===== src/rtl/core/ttrs_pkg.sv =====
// ----------------------------------------------------------------------------
// Tick task release scheduler package
// Sizes, codes, handshake structs and name compare helpers
// ----------------------------------------------------------------------------
`default_nettype none

package ttrs_pkg;

   localparam int TASK_SLOTS = 16;
   localparam int NAME_BYTES = 8;

   localparam int MODE_W   = 4;
   localparam int SLOT_W   = 4;
   localparam int NAME_W   = 64;
   localparam int PERIOD_W = 16;
   localparam int PRIO_W   = 8;
   localparam int START_W  = 2;
   localparam int CODE_W   = 2;
   localparam int RT_W     = 5;
   localparam int TICK_W   = 8;
   localparam int CSR_IDX_W  = 2;
   localparam int CSR_DATA_W = 8;

   localparam int IDX_W     = $clog2(TASK_SLOTS);
   localparam int CNT_W     = $clog2(TASK_SLOTS + 1);
   localparam int DIV_STEPS = PERIOD_W;
   localparam int RUN_STEPS = (TASK_SLOTS > DIV_STEPS) ? TASK_SLOTS : DIV_STEPS;
   localparam int STEP_W    = $clog2(RUN_STEPS);

   typedef enum logic [MODE_W-1:0] {
      MODE_CREATE   = 4'd0,
      MODE_DELETE   = 4'd1,
      MODE_ENABLE   = 4'd2,
      MODE_DISABLE  = 4'd3,
      MODE_FORCE    = 4'd4,
      MODE_RESTART  = 4'd5,
      MODE_PERIOD   = 4'd6,
      MODE_FIND     = 4'd7,
      MODE_ENALL    = 4'd8,
      MODE_DISALL   = 4'd9,
      MODE_TICK     = 4'd10,
      MODE_DISPATCH = 4'd11,
      MODE_DONE     = 4'd12
   } mode_type;

   typedef enum logic [1:0] {
      ST_EMPTY    = 2'd0,
      ST_DISABLED = 2'd1,
      ST_ENABLED  = 2'd2,
      ST_READY    = 2'd3
   } status_type;

   typedef enum logic [CODE_W-1:0] {
      RC_OK         = 2'd0,
      RC_REJECT     = 2'd1,
      RC_MISSING    = 2'd2,
      RC_NONE_READY = 2'd3
   } result_type;

   typedef enum logic [CSR_IDX_W-1:0] {
      CSR_TICK_LEN = 2'd0,
      CSR_POLICY   = 2'd1,
      CSR_RUNNING  = 2'd2
   } csr_index_type;

   localparam logic [START_W-1:0] START_ON = 2'd1;

   typedef struct packed {
      logic load;
      logic step;
      logic apply;
   } ctrl_cmd_type;

   typedef struct packed {
      logic last_step;
   } dp_status_type;

   function automatic logic [NAME_W-1:0] name_mask();
      logic [NAME_W-1:0] m;
      m = '0;
      for (int i = 0; i < NAME_BYTES; i++) begin
         m[8*i +: 8] = 8'hff;
      end
      return m;
   endfunction

   function automatic logic names_equal(input logic [NAME_W-1:0] a,
                                        input logic [NAME_W-1:0] b);
      logic eq;
      logic stop;
      eq   = 1'b1;
      stop = 1'b0;
      for (int i = 0; i < NAME_BYTES; i++) begin
         if (!stop) begin
            if (a[8*i +: 8] != b[8*i +: 8]) begin
               eq   = 1'b0;
               stop = 1'b1;
            end else if (a[8*i +: 8] == 8'd0) begin
               stop = 1'b1;
            end
         end
      end
      return eq;
   endfunction

endpackage

`default_nettype wire


===== src/rtl/core/ttrs_ctrl.sv =====
// ----------------------------------------------------------------------------
// Tick task release scheduler controller
// Sequences load, slot walk, apply and result strobe for one command
// ----------------------------------------------------------------------------
`default_nettype none

module ttrs_ctrl
   import ttrs_pkg::*;
(
   input  wire logic          clock,
   input  wire logic          reset,
   input  wire logic          start,
   output logic               busy,
   output logic               rsp_valid,
   output ctrl_cmd_type       cmd,
   input  wire dp_status_type dp_status
);

   typedef enum logic [3:0] {
      S_IDLE  = 4'b0001,
      S_RUN   = 4'b0010,
      S_APPLY = 4'b0100,
      S_RESP  = 4'b1000
   } state_type;

   state_type state_ff;
   state_type state_in;

   always_comb begin
      state_in  = state_ff;
      cmd       = '0;
      rsp_valid = 1'b0;
      case (state_ff)
         S_IDLE: begin
            if (start) begin
               cmd.load = 1'b1;
               state_in = S_RUN;
            end
         end
         S_RUN: begin
            cmd.step = 1'b1;
            if (dp_status.last_step) begin
               state_in = S_APPLY;
            end
         end
         S_APPLY: begin
            cmd.apply = 1'b1;
            state_in  = S_RESP;
         end
         S_RESP: begin
            rsp_valid = 1'b1;
            state_in  = S_IDLE;
         end
         default: begin
            state_in = S_IDLE;
         end
      endcase
   end

   assign busy = (state_ff != S_IDLE);

   always_ff @(posedge clock) begin
      if (reset) begin
         state_ff <= S_IDLE;
      end else begin
         state_ff <= state_in;
      end
   end

endmodule

`default_nettype wire


===== src/rtl/core/ttrs_datapath.sv =====
// ----------------------------------------------------------------------------
// Tick task release scheduler datapath
// Task table, serial slot walk, shift-subtract period divider and result regs
// ----------------------------------------------------------------------------
`default_nettype none

module ttrs_datapath
   import ttrs_pkg::*;
(
   input  wire logic                  clock,
   input  wire logic                  reset,
   input  wire ctrl_cmd_type          cmd,
   output dp_status_type              dp_status,
   input  wire logic [MODE_W-1:0]     req_mode,
   input  wire logic [SLOT_W-1:0]     req_slot,
   input  wire logic [NAME_W-1:0]     req_name_key,
   input  wire logic [PERIOD_W-1:0]   req_period_ms,
   input  wire logic [PRIO_W-1:0]     req_priority_req,
   input  wire logic [START_W-1:0]    req_start_enabled,
   input  wire logic                  cfg_write,
   input  wire logic [CSR_IDX_W-1:0]  cfg_index,
   input  wire logic [CSR_DATA_W-1:0] cfg_data,
   output logic [CODE_W-1:0]          rsp_result_code,
   output logic [SLOT_W-1:0]          rsp_result_slot,
   output logic [RT_W-1:0]            rsp_ready_tasks
);

   function automatic logic [IDX_W-1:0] wrap_inc(input logic [IDX_W-1:0] v);
      return (int'(v) == TASK_SLOTS - 1) ? '0 : v + 1'b1;
   endfunction

   // configuration
   logic [TICK_W-1:0] tick_len_ff;
   logic              policy_ff;
   logic              running_ff;

   // latched command
   logic [MODE_W-1:0]   mode_ff;
   logic [SLOT_W-1:0]   slot_ff;
   logic [NAME_W-1:0]   key_ff;
   logic [PERIOD_W-1:0] pms_ff;
   logic [PRIO_W-1:0]   prio_ff;
   logic [START_W-1:0]  start_ff;

   // task table
   status_type          status_ff [TASK_SLOTS];
   logic [PERIOD_W-1:0] count_ff  [TASK_SLOTS];
   logic [PERIOD_W-1:0] period_ff [TASK_SLOTS];
   logic [PRIO_W-1:0]   tprio_ff  [TASK_SLOTS];
   logic [NAME_W-1:0]   name_ff   [TASK_SLOTS];

   logic [CNT_W-1:0] ready_total_ff, ready_total_in;
   logic [CNT_W-1:0] used_total_ff, used_total_in;
   logic [IDX_W-1:0] last_served_ff, last_served_in;

   // walk and scan
   logic [STEP_W-1:0] step_ff;
   logic [IDX_W-1:0]  widx_ff, widx_in;
   logic              hit_ff, hit_in;
   logic [IDX_W-1:0]  hit_idx_ff, hit_idx_in;
   logic [PRIO_W-1:0] best_ff, best_in;
   logic              empty_found_ff, empty_found_in;
   logic [IDX_W-1:0]  empty_idx_ff, empty_idx_in;

   // divider
   logic [TICK_W:0]     rem_ff;
   logic [PERIOD_W-1:0] quo_ff;
   logic [TICK_W:0]     div_trial;
   logic [TICK_W-1:0]   tl;

   // response
   result_type       code_ff, code_in;
   logic [IDX_W-1:0] rslot_ff, rslot_in;
   logic [CNT_W-1:0] rtasks_ff;

   // table access
   logic                walk_on;
   logic                div_on;
   logic [IDX_W-1:0]    s_idx;
   logic                slot_ok;
   logic [IDX_W-1:0]    addr;
   status_type          st_rd;
   logic [PERIOD_W-1:0] cnt_rd;
   logic [PERIOD_W-1:0] per_rd;
   logic [PRIO_W-1:0]   pr_rd;
   logic [NAME_W-1:0]   nm_rd;
   logic                name_hit;

   logic                st_we;
   status_type          st_wd;
   logic                cnt_we;
   logic [PERIOD_W-1:0] cnt_wd;
   logic                per_we;
   logic [PERIOD_W-1:0] per_wd;
   logic                ent_we;

   assign tl        = (tick_len_ff == '0) ? TICK_W'(1) : tick_len_ff;
   assign walk_on   = int'(step_ff) < TASK_SLOTS;
   assign div_on    = int'(step_ff) < DIV_STEPS;
   assign dp_status.last_step = int'(step_ff) == RUN_STEPS - 1;
   assign div_trial = {rem_ff[TICK_W-1:0], quo_ff[PERIOD_W-1]};

   assign slot_ok = int'(slot_ff) < TASK_SLOTS;
   assign s_idx   = slot_ok ? IDX_W'(slot_ff) : '0;
   assign addr    = !cmd.apply ? widx_ff :
                    (mode_ff == MODE_CREATE) ? empty_idx_ff : s_idx;

   assign st_rd    = status_ff[addr];
   assign cnt_rd   = count_ff[addr];
   assign per_rd   = period_ff[addr];
   assign pr_rd    = tprio_ff[addr];
   assign nm_rd    = name_ff[addr];
   assign name_hit = (st_rd != ST_EMPTY) && names_equal(key_ff, nm_rd);

   always_comb begin
      st_we          = 1'b0;
      st_wd          = st_rd;
      cnt_we         = 1'b0;
      cnt_wd         = cnt_rd;
      per_we         = 1'b0;
      per_wd         = quo_ff;
      ent_we         = 1'b0;
      ready_total_in = ready_total_ff;
      used_total_in  = used_total_ff;
      last_served_in = last_served_ff;
      widx_in        = widx_ff;
      hit_in         = hit_ff;
      hit_idx_in     = hit_idx_ff;
      best_in        = best_ff;
      empty_found_in = empty_found_ff;
      empty_idx_in   = empty_idx_ff;
      code_in        = code_ff;
      rslot_in       = rslot_ff;

      if (cmd.load) begin
         widx_in        = ((req_mode == MODE_DISPATCH) && !policy_ff) ?
                          wrap_inc(last_served_ff) : '0;
         hit_in         = 1'b0;
         empty_found_in = 1'b0;
      end

      if (cmd.step && walk_on) begin
         widx_in = wrap_inc(widx_ff);
         case (mode_ff)
            MODE_CREATE: begin
               if (name_hit) begin
                  hit_in = 1'b1;
               end
               if ((st_rd == ST_EMPTY) && !empty_found_ff) begin
                  empty_found_in = 1'b1;
                  empty_idx_in   = widx_ff;
               end
            end
            MODE_FIND: begin
               if (name_hit && !hit_ff) begin
                  hit_in     = 1'b1;
                  hit_idx_in = widx_ff;
               end
            end
            MODE_TICK: begin
               if (running_ff && (st_rd == ST_ENABLED)) begin
                  cnt_we = 1'b1;
                  if (cnt_rd > per_rd) begin
                     cnt_wd         = '0;
                     st_we          = 1'b1;
                     st_wd          = ST_READY;
                     ready_total_in = ready_total_ff + 1'b1;
                  end else begin
                     cnt_wd = cnt_rd + 1'b1;
                  end
               end
            end
            MODE_ENALL: begin
               if (st_rd == ST_DISABLED) begin
                  st_we = 1'b1;
                  st_wd = ST_ENABLED;
               end
            end
            MODE_DISALL: begin
               if (st_rd != ST_EMPTY) begin
                  st_we = 1'b1;
                  st_wd = ST_DISABLED;
                  if (st_rd == ST_READY) begin
                     ready_total_in = ready_total_ff - 1'b1;
                  end
               end
            end
            MODE_DISPATCH: begin
               if (st_rd == ST_READY) begin
                  if (!hit_ff || (policy_ff && (pr_rd < best_ff))) begin
                     hit_in     = 1'b1;
                     hit_idx_in = widx_ff;
                     best_in    = pr_rd;
                  end
               end
            end
            default: begin
            end
         endcase
      end

      if (cmd.apply) begin
         code_in  = RC_OK;
         rslot_in = '0;
         if ((mode_ff inside {[MODE_DELETE:MODE_PERIOD], MODE_DONE}) &&
             !(slot_ok && (st_rd != ST_EMPTY))) begin
            code_in = RC_MISSING;
         end else begin
            case (mode_ff)
               MODE_CREATE: begin
                  if (hit_ff || (used_total_ff >= CNT_W'(TASK_SLOTS)) ||
                      (start_ff > START_ON) || !empty_found_ff) begin
                     code_in = RC_REJECT;
                  end else begin
                     ent_we        = 1'b1;
                     st_we         = 1'b1;
                     st_wd         = (start_ff == START_ON) ? ST_ENABLED : ST_DISABLED;
                     per_we        = 1'b1;
                     per_wd        = (pms_ff <= PERIOD_W'(tl)) ? PERIOD_W'(tl) : quo_ff;
                     cnt_we        = 1'b1;
                     cnt_wd        = '0;
                     used_total_in = used_total_ff + 1'b1;
                     rslot_in      = empty_idx_ff;
                  end
               end
               MODE_DELETE: begin
                  if (st_rd == ST_READY) begin
                     ready_total_in = ready_total_ff - 1'b1;
                  end
                  st_we = 1'b1;
                  st_wd = ST_EMPTY;
                  if (used_total_ff != '0) begin
                     used_total_in = used_total_ff - 1'b1;
                  end
               end
               MODE_ENABLE: begin
                  if (st_rd == ST_DISABLED) begin
                     st_we = 1'b1;
                     st_wd = ST_ENABLED;
                  end
               end
               MODE_DISABLE: begin
                  if (st_rd == ST_READY) begin
                     ready_total_in = ready_total_ff - 1'b1;
                  end
                  st_we = 1'b1;
                  st_wd = ST_DISABLED;
               end
               MODE_FORCE: begin
                  if (st_rd == ST_ENABLED) begin
                     st_we          = 1'b1;
                     st_wd          = ST_READY;
                     cnt_we         = 1'b1;
                     cnt_wd         = per_rd;
                     ready_total_in = ready_total_ff + 1'b1;
                  end
               end
               MODE_RESTART: begin
                  if ((st_rd == ST_ENABLED) || (st_rd == ST_READY)) begin
                     if (st_rd == ST_READY) begin
                        ready_total_in = ready_total_ff - 1'b1;
                     end
                     st_we  = 1'b1;
                     st_wd  = ST_ENABLED;
                     cnt_we = 1'b1;
                     cnt_wd = per_rd;
                  end
               end
               MODE_PERIOD: begin
                  per_we = 1'b1;
                  per_wd = quo_ff;
                  if (st_rd == ST_READY) begin
                     ready_total_in = ready_total_ff - 1'b1;
                     st_we          = 1'b1;
                     st_wd          = ST_ENABLED;
                     cnt_we         = 1'b1;
                     cnt_wd         = quo_ff;
                  end
               end
               MODE_FIND: begin
                  if (hit_ff) begin
                     rslot_in = hit_idx_ff;
                  end else begin
                     code_in = RC_MISSING;
                  end
               end
               MODE_ENALL, MODE_DISALL, MODE_TICK: begin
               end
               MODE_DISPATCH: begin
                  if (hit_ff) begin
                     last_served_in = hit_idx_ff;
                     rslot_in       = hit_idx_ff;
                  end else begin
                     code_in = RC_NONE_READY;
                  end
               end
               MODE_DONE: begin
                  if ((st_rd == ST_READY) && (cnt_rd == '0)) begin
                     ready_total_in = ready_total_ff - 1'b1;
                     st_we          = 1'b1;
                     st_wd          = ST_ENABLED;
                  end
               end
               default: begin
                  code_in = RC_REJECT;
               end
            endcase
         end
      end
   end

   // control and reset-cleared state
   always_ff @(posedge clock) begin
      if (reset) begin
         tick_len_ff    <= TICK_W'(1);
         policy_ff      <= 1'b0;
         running_ff     <= 1'b0;
         ready_total_ff <= '0;
         used_total_ff  <= '0;
         last_served_ff <= '0;
         step_ff        <= '0;
         for (int i = 0; i < TASK_SLOTS; i++) begin
            status_ff[i] <= ST_EMPTY;
            count_ff[i]  <= '0;
         end
      end else begin
         if (cfg_write) begin
            case (cfg_index)
               CSR_TICK_LEN: tick_len_ff <= cfg_data;
               CSR_POLICY:   policy_ff   <= cfg_data[0];
               CSR_RUNNING:  running_ff  <= cfg_data[0];
               default: begin
               end
            endcase
         end
         ready_total_ff <= ready_total_in;
         used_total_ff  <= used_total_in;
         last_served_ff <= last_served_in;
         if (cmd.load) begin
            step_ff <= '0;
         end else if (cmd.step) begin
            step_ff <= step_ff + 1'b1;
         end
         if (st_we) begin
            status_ff[addr] <= st_wd;
         end
         if (cnt_we) begin
            count_ff[addr] <= cnt_wd;
         end
      end
   end

   // payload
   always_ff @(posedge clock) begin
      if (cmd.load) begin
         mode_ff  <= req_mode;
         slot_ff  <= req_slot;
         key_ff   <= req_name_key & name_mask();
         pms_ff   <= req_period_ms;
         prio_ff  <= req_priority_req;
         start_ff <= req_start_enabled;
         rem_ff   <= '0;
         quo_ff   <= req_period_ms;
      end else if (cmd.step && div_on) begin
         if (div_trial >= {1'b0, tl}) begin
            rem_ff <= div_trial - {1'b0, tl};
            quo_ff <= {quo_ff[PERIOD_W-2:0], 1'b1};
         end else begin
            rem_ff <= div_trial;
            quo_ff <= {quo_ff[PERIOD_W-2:0], 1'b0};
         end
      end
      widx_ff        <= widx_in;
      hit_ff         <= hit_in;
      hit_idx_ff     <= hit_idx_in;
      best_ff        <= best_in;
      empty_found_ff <= empty_found_in;
      empty_idx_ff   <= empty_idx_in;
      if (per_we) begin
         period_ff[addr] <= per_wd;
      end
      if (ent_we) begin
         tprio_ff[addr] <= prio_ff;
         name_ff[addr]  <= key_ff;
      end
      if (cmd.apply) begin
         code_ff   <= code_in;
         rslot_ff  <= rslot_in;
         rtasks_ff <= ready_total_in;
      end
   end

   assign rsp_result_code = code_ff;
   assign rsp_result_slot = SLOT_W'(rslot_ff);
   assign rsp_ready_tasks = RT_W'(rtasks_ff);

endmodule

`default_nettype wire


===== src/rtl/core/tick_task_release_scheduler_core.sv =====
// ----------------------------------------------------------------------------
// Tick task release scheduler core
// Periodic task table with tick release, dispatch and name lookup
//
//   channel  ports                                    transfer when
//   req      start, busy, req_*                       start && !busy
//   rsp      rsp_valid, rsp_*                         rsp_valid (no stall)
//   csr      csr_valid, csr_ready, csr_index/data     csr_valid && csr_ready
//
// every command passes through the transfer cycle that loads it, a 16-step
// slot walk that also runs the shift-subtract period divider, an apply state
// and the strobe state; start is taken again the cycle after the strobe.
// reset is synchronous and clears the table to empty, counters to zero.
// results cannot be stalled; csr writes are taken every cycle.
// ----------------------------------------------------------------------------
`default_nettype none

module tick_task_release_scheduler_core
   import ttrs_pkg::*;
(
   input  wire logic                  clock,
   input  wire logic                  reset,
   input  wire logic                  start,
   output logic                       busy,
   input  wire logic [MODE_W-1:0]     req_mode,
   input  wire logic [SLOT_W-1:0]     req_slot,
   input  wire logic [NAME_W-1:0]     req_name_key,
   input  wire logic [PERIOD_W-1:0]   req_period_ms,
   input  wire logic [PRIO_W-1:0]     req_priority_req,
   input  wire logic [START_W-1:0]    req_start_enabled,
   output logic                       rsp_valid,
   output logic [CODE_W-1:0]          rsp_result_code,
   output logic [SLOT_W-1:0]          rsp_result_slot,
   output logic [RT_W-1:0]            rsp_ready_tasks,
   input  wire logic                  csr_valid,
   output logic                       csr_ready,
   input  wire logic [CSR_IDX_W-1:0]  csr_index,
   input  wire logic [CSR_DATA_W-1:0] csr_data
);

   ctrl_cmd_type  cmd;
   dp_status_type dp_status;

   assign csr_ready = 1'b1;

   ttrs_ctrl u_ctrl (
      .clock     (clock),
      .reset     (reset),
      .start     (start),
      .busy      (busy),
      .rsp_valid (rsp_valid),
      .cmd       (cmd),
      .dp_status (dp_status)
   );

   ttrs_datapath u_datapath (
      .clock             (clock),
      .reset             (reset),
      .cmd               (cmd),
      .dp_status         (dp_status),
      .req_mode          (req_mode),
      .req_slot          (req_slot),
      .req_name_key      (req_name_key),
      .req_period_ms     (req_period_ms),
      .req_priority_req  (req_priority_req),
      .req_start_enabled (req_start_enabled),
      .cfg_write         (csr_valid && csr_ready),
      .cfg_index         (csr_index),
      .cfg_data          (csr_data),
      .rsp_result_code   (rsp_result_code),
      .rsp_result_slot   (rsp_result_slot),
      .rsp_ready_tasks   (rsp_ready_tasks)
   );

endmodule

`default_nettype wire


===== config.mk =====
export PLATFORM = sky130hd
export DESIGN_NAME = tick_task_release_scheduler_core
export DESIGN_NICKNAME = d
export VERILOG_FILES = /design/src/rtl/core/ttrs_pkg.sv /design/src/rtl/core/ttrs_ctrl.sv /design/src/rtl/core/ttrs_datapath.sv /design/src/rtl/core/tick_task_release_scheduler_core.sv
export SDC_FILE = /design/constraint.sdc
export NUM_CORES = 2
export LEC_CHECK = 0
export BUFFER_PORTS_ARGS = -buffer_cell sky130_fd_sc_hd__clkbuf_2
export CAP_MARGIN = 20
export CORE_AREA = 2 2 443 445
export CTS_CLUSTER_SIZE = 16
export DETAILED_ROUTE_END_ITERATION = 8
export DIE_AREA = 0 0 445 447
export GPL_ROUTABILITY_DRIVEN = 0
export REMOVE_ABC_BUFFERS = 1
export SETUP_SLACK_MARGIN = 0.2
export SLEW_MARGIN = 10
export SYNTH_ARGS = -nofsm -noshare
export SYNTH_HDL_FRONTEND = slang
export SYNTH_SLANG_ARGS = --single-unit
export TNS_END_PERCENT = 20

===== constraint.sdc =====
create_clock -name clock -period 10 [get_ports clock]
set_input_delay 1 -clock clock [delete_from_list [all_inputs] [get_ports clock]]
set_output_delay 1 -clock clock [all_outputs]
set_load 0.01 [all_outputs]

==> flow_metrics.tcl <==
set metrics [dict create \
    cp-start-kind "register" \
    core_um2 194200 \
    dp_cells 7636 \
    ys_types 100 \
    syn_area_um2 77230 \
    cts_sinks 1883 \
    synth_edf_count 1841 \
    ant_nets 0 \
    holdBufCountCts 0 \
    worstSetupPathType "register to register" \
    dr_total_vias 45930 \
    grt_pass1_vias 45360 \
    r2r_start "u_ctrl.state_ff[3]$_SDFFE_PP0P_" \
    cts_tree "built" \
    drv_cap 0 \
    hp-class "input port to register" \
    fmax_mhz 122.2 \
    post-route-min-period_ns 8.184 \
    relSlewSlack_pct 25.38 \
    critPathRequiredTime_ns 10.43 \
    drcViolationCount 0 \
    grt.overflow.total 0 \
    clock_path_buffers 3 \
    seq_area_frac_synth_pct 72.67 \
    synth_top_area_share_pct 71.58 \
    wl_mm 212.0 \
    root_buffer "clkbuf_16" \
    yosys.area.top_type "edfxtp_1" \
    status "finished, final reports clean" \
    critPathCaptureType "register" \
    cts_resized 0 \
    slew_viol_final 0 \
    worst_ep_arrival_time_ns 8.61 \
    vias_per_cell 5.745 \
    syn_avg_cell_area_um2 15.02 \
    drt_iter0_markers 5336 \
    first_pass_iters 6 \
    start_util_pct 39.77 \
    p_per_area_nw_per_um2 201.9 \
    fin_crit_sh_pct 81.84 \
    worst_slew_pin_slew_ns 1.119 \
    fin_worst_skew_ns 0.04773 \
    hp-start "req_name_key[59]" \
    antenna_cells 0 \
    dieArea_um2 198900 \
    finalSetupTns_ns 0 \
    setup-violations-final 0 \
    synth_warnings 0 \
    grt_max_degree 149 \
    hold_violations 0 \
    htreeDepth 4 \
    dieHeight_um 447 \
    ys.flop_type "edfxtp_1" \
    ys_seq_elements 1883 \
    startpoint "u_ctrl.state_ff[3]$_SDFFE_PP0P_" \
    irDropWorstVdd_v 0.0001601 \
    io-pin-count 126 \
    synth_common_cells "edfxtp_1, nand2_1, nor2_1" \
    total_power_mw 17.61 \
    ys_async_sr_fraction_pct 0 \
    wl_per_cell_um 26.52 \
    post_synth_main_area_contributors "edfxtp_1, mux4_2, nand2_1" \
    grt_pass1_wl_mm 308.8 \
    num_rows 162 \
    p_leak_nw 29.08 \
    fill_cells 16980 \
    netlist_instances 5141 \
    track_usage_pct 20.98 \
    clock_latency_ns 0.85 \
    cts_setup_buffers 0 \
    drive_gt1_share_pct 14.38 \
    critPathMaxFanout 38 \
    place_hpwl_mm 118.8 \
    fp.dieW_um 445 \
    fin_nets 5454 \
    cts.clk_slew.worst_paths_ns 0.06 \
    grt_setup_unrepaired "false" \
    finalNonFillerCells 7995 \
    cts_buffers 192 \
    numPortBuffers 124 \
    post-synth-top-count-cell "edfxtp_1" \
    synthToLayoutAreaGrowth_pct 12.94 \
    antenna_found_initial 5 \
]
[critical path: stages (launching register included)]
cell and delay (ns):
dfxtp_1 0.34, or4b_1 0.87, inv_2 0.72, o211ai_2 0.15, buf_4 0.25, nand2_4 0.50, mux4_2 0.58, a22oi_1 0.31
and2_1 0.42, o2111a_1 0.92, nor3_1 0.17, nand2b_1 0.22, a21oi_2 0.79, nand2_1 0.69, nand2b_1 0.79
[path summary, 6_finish.rpt]
check / cells past startpoint / slack [ns] / endpoint
worst max-delay path: 14 / 1.82 / u_datapath.count_ff[15][14]$_SDFFCE_PN0P_
worst min-delay path: 1 / 0.33 / u_datapath.key_ff[59]$_DFFE_PP_
worst max register to register: 14 / 1.82 / u_datapath.count_ff[15][14]$_SDFFCE_PN0P_
worst min register to register: 2 / 0.47 / u_datapath.rem_ff[7]$_SDFFE_PP0P_
[layout make-up]
type / instances / area [um^2] / share of cell area [%]
clock buffers: 238 / 5039 / 5.777
clock inverters: 118 / 1047 / 1.201
inverters: 49 / 188.9 / 0.2166
multi-input cells: 2902 / 19820 / 22.72
flip-flops and latches: 1883 / 56120 / 64.35
well taps: 2542 / 3181 / 3.646
repair buffers: 263 / 1824 / 2.091
[placed cells by master (no fill, tap or decap), types with 77 or more instances in the layout]
master / n
edfxtp_1: 1841
nand2_1: 699
nor2_1: 415
mux2i_1: 231
clkbuf_16: 193
nand3_1: 173
mux4_2: 134
a21oi_1: 133
clkbuf_2: 124
buf_4: 124
o22ai_1: 112
a32oi_1: 77
[metal layers]
layer	global-route usage (%)	vias up	share of wire, %
met5	0	-	0
met4	7.296	0	3.4
met3	3.469	367	7.8
met2	34.56	2000	48
met1	28.20	23420	41
li1	-	20150	-
[flip-flops by register name, summed over array words and instances, names as in the netlist, 8 cells and up]
signal,count
u_datapath.count_ff,256
u_datapath.key_ff,64
u_datapath.name_ff,1024
u_datapath.period_ff,256
u_datapath.tprio_ff,128
u_datapath.pms_ff,16
u_datapath.quo_ff,16
u_datapath.best_ff,8
u_datapath.rem_ff,8
u_datapath.prio_ff,8
u_datapath.status_ff,32
u_datapath.tick_len_ff,8
[kinds of logic (layout without fill, tap and decap cells)]
logic type                 after synthesis  count (layout)  synth area share, %
DFF                                   1883            1883                72.67
and+or+nand+nor                       1649            1649                9.382
AOI/OAI and AO/OA                      735             735                6.907
muxes                                  374             374                7.033
buffers and inverters                  356             668                2.109
xor gates and xnor gates                91              91                1.032
adders and majority gates               52              52               0.8587
other                                    1               1             0.004856
[per-stage QoR]
step / util (%) / instance area [um^2] / setup WS (ns) / hold WS, ns
2_1_floorplan: - / 75780 / -13.43 / 0.4323
4_1_cts: 44.90 / 87190 / 1.851 / 0.2734
6_report: 44.92 / 87220 / 1.816 / 0.3291
3_5_place_dp: 41.77 / 81110 / 1.888 / 0.4649
3_3_place_gp: 41.75 / 81080 / 1.977 / 0.4432
5_1_grt: 44.92 / 87220 / 1.400 / 0.2882
[power breakdown]
group	total [mW]	leakage (nW)	switching [mW]	internal [mW]
Clock	6.93	2.96	3.07	3.86
Combinational	1.69	8.77	1.14	0.554
Sequential	8.98	17.4	0.154	8.83
Total	17.6	29.1	4.36	13.2
No activity file was read; power rests on OpenSTA's default activity.
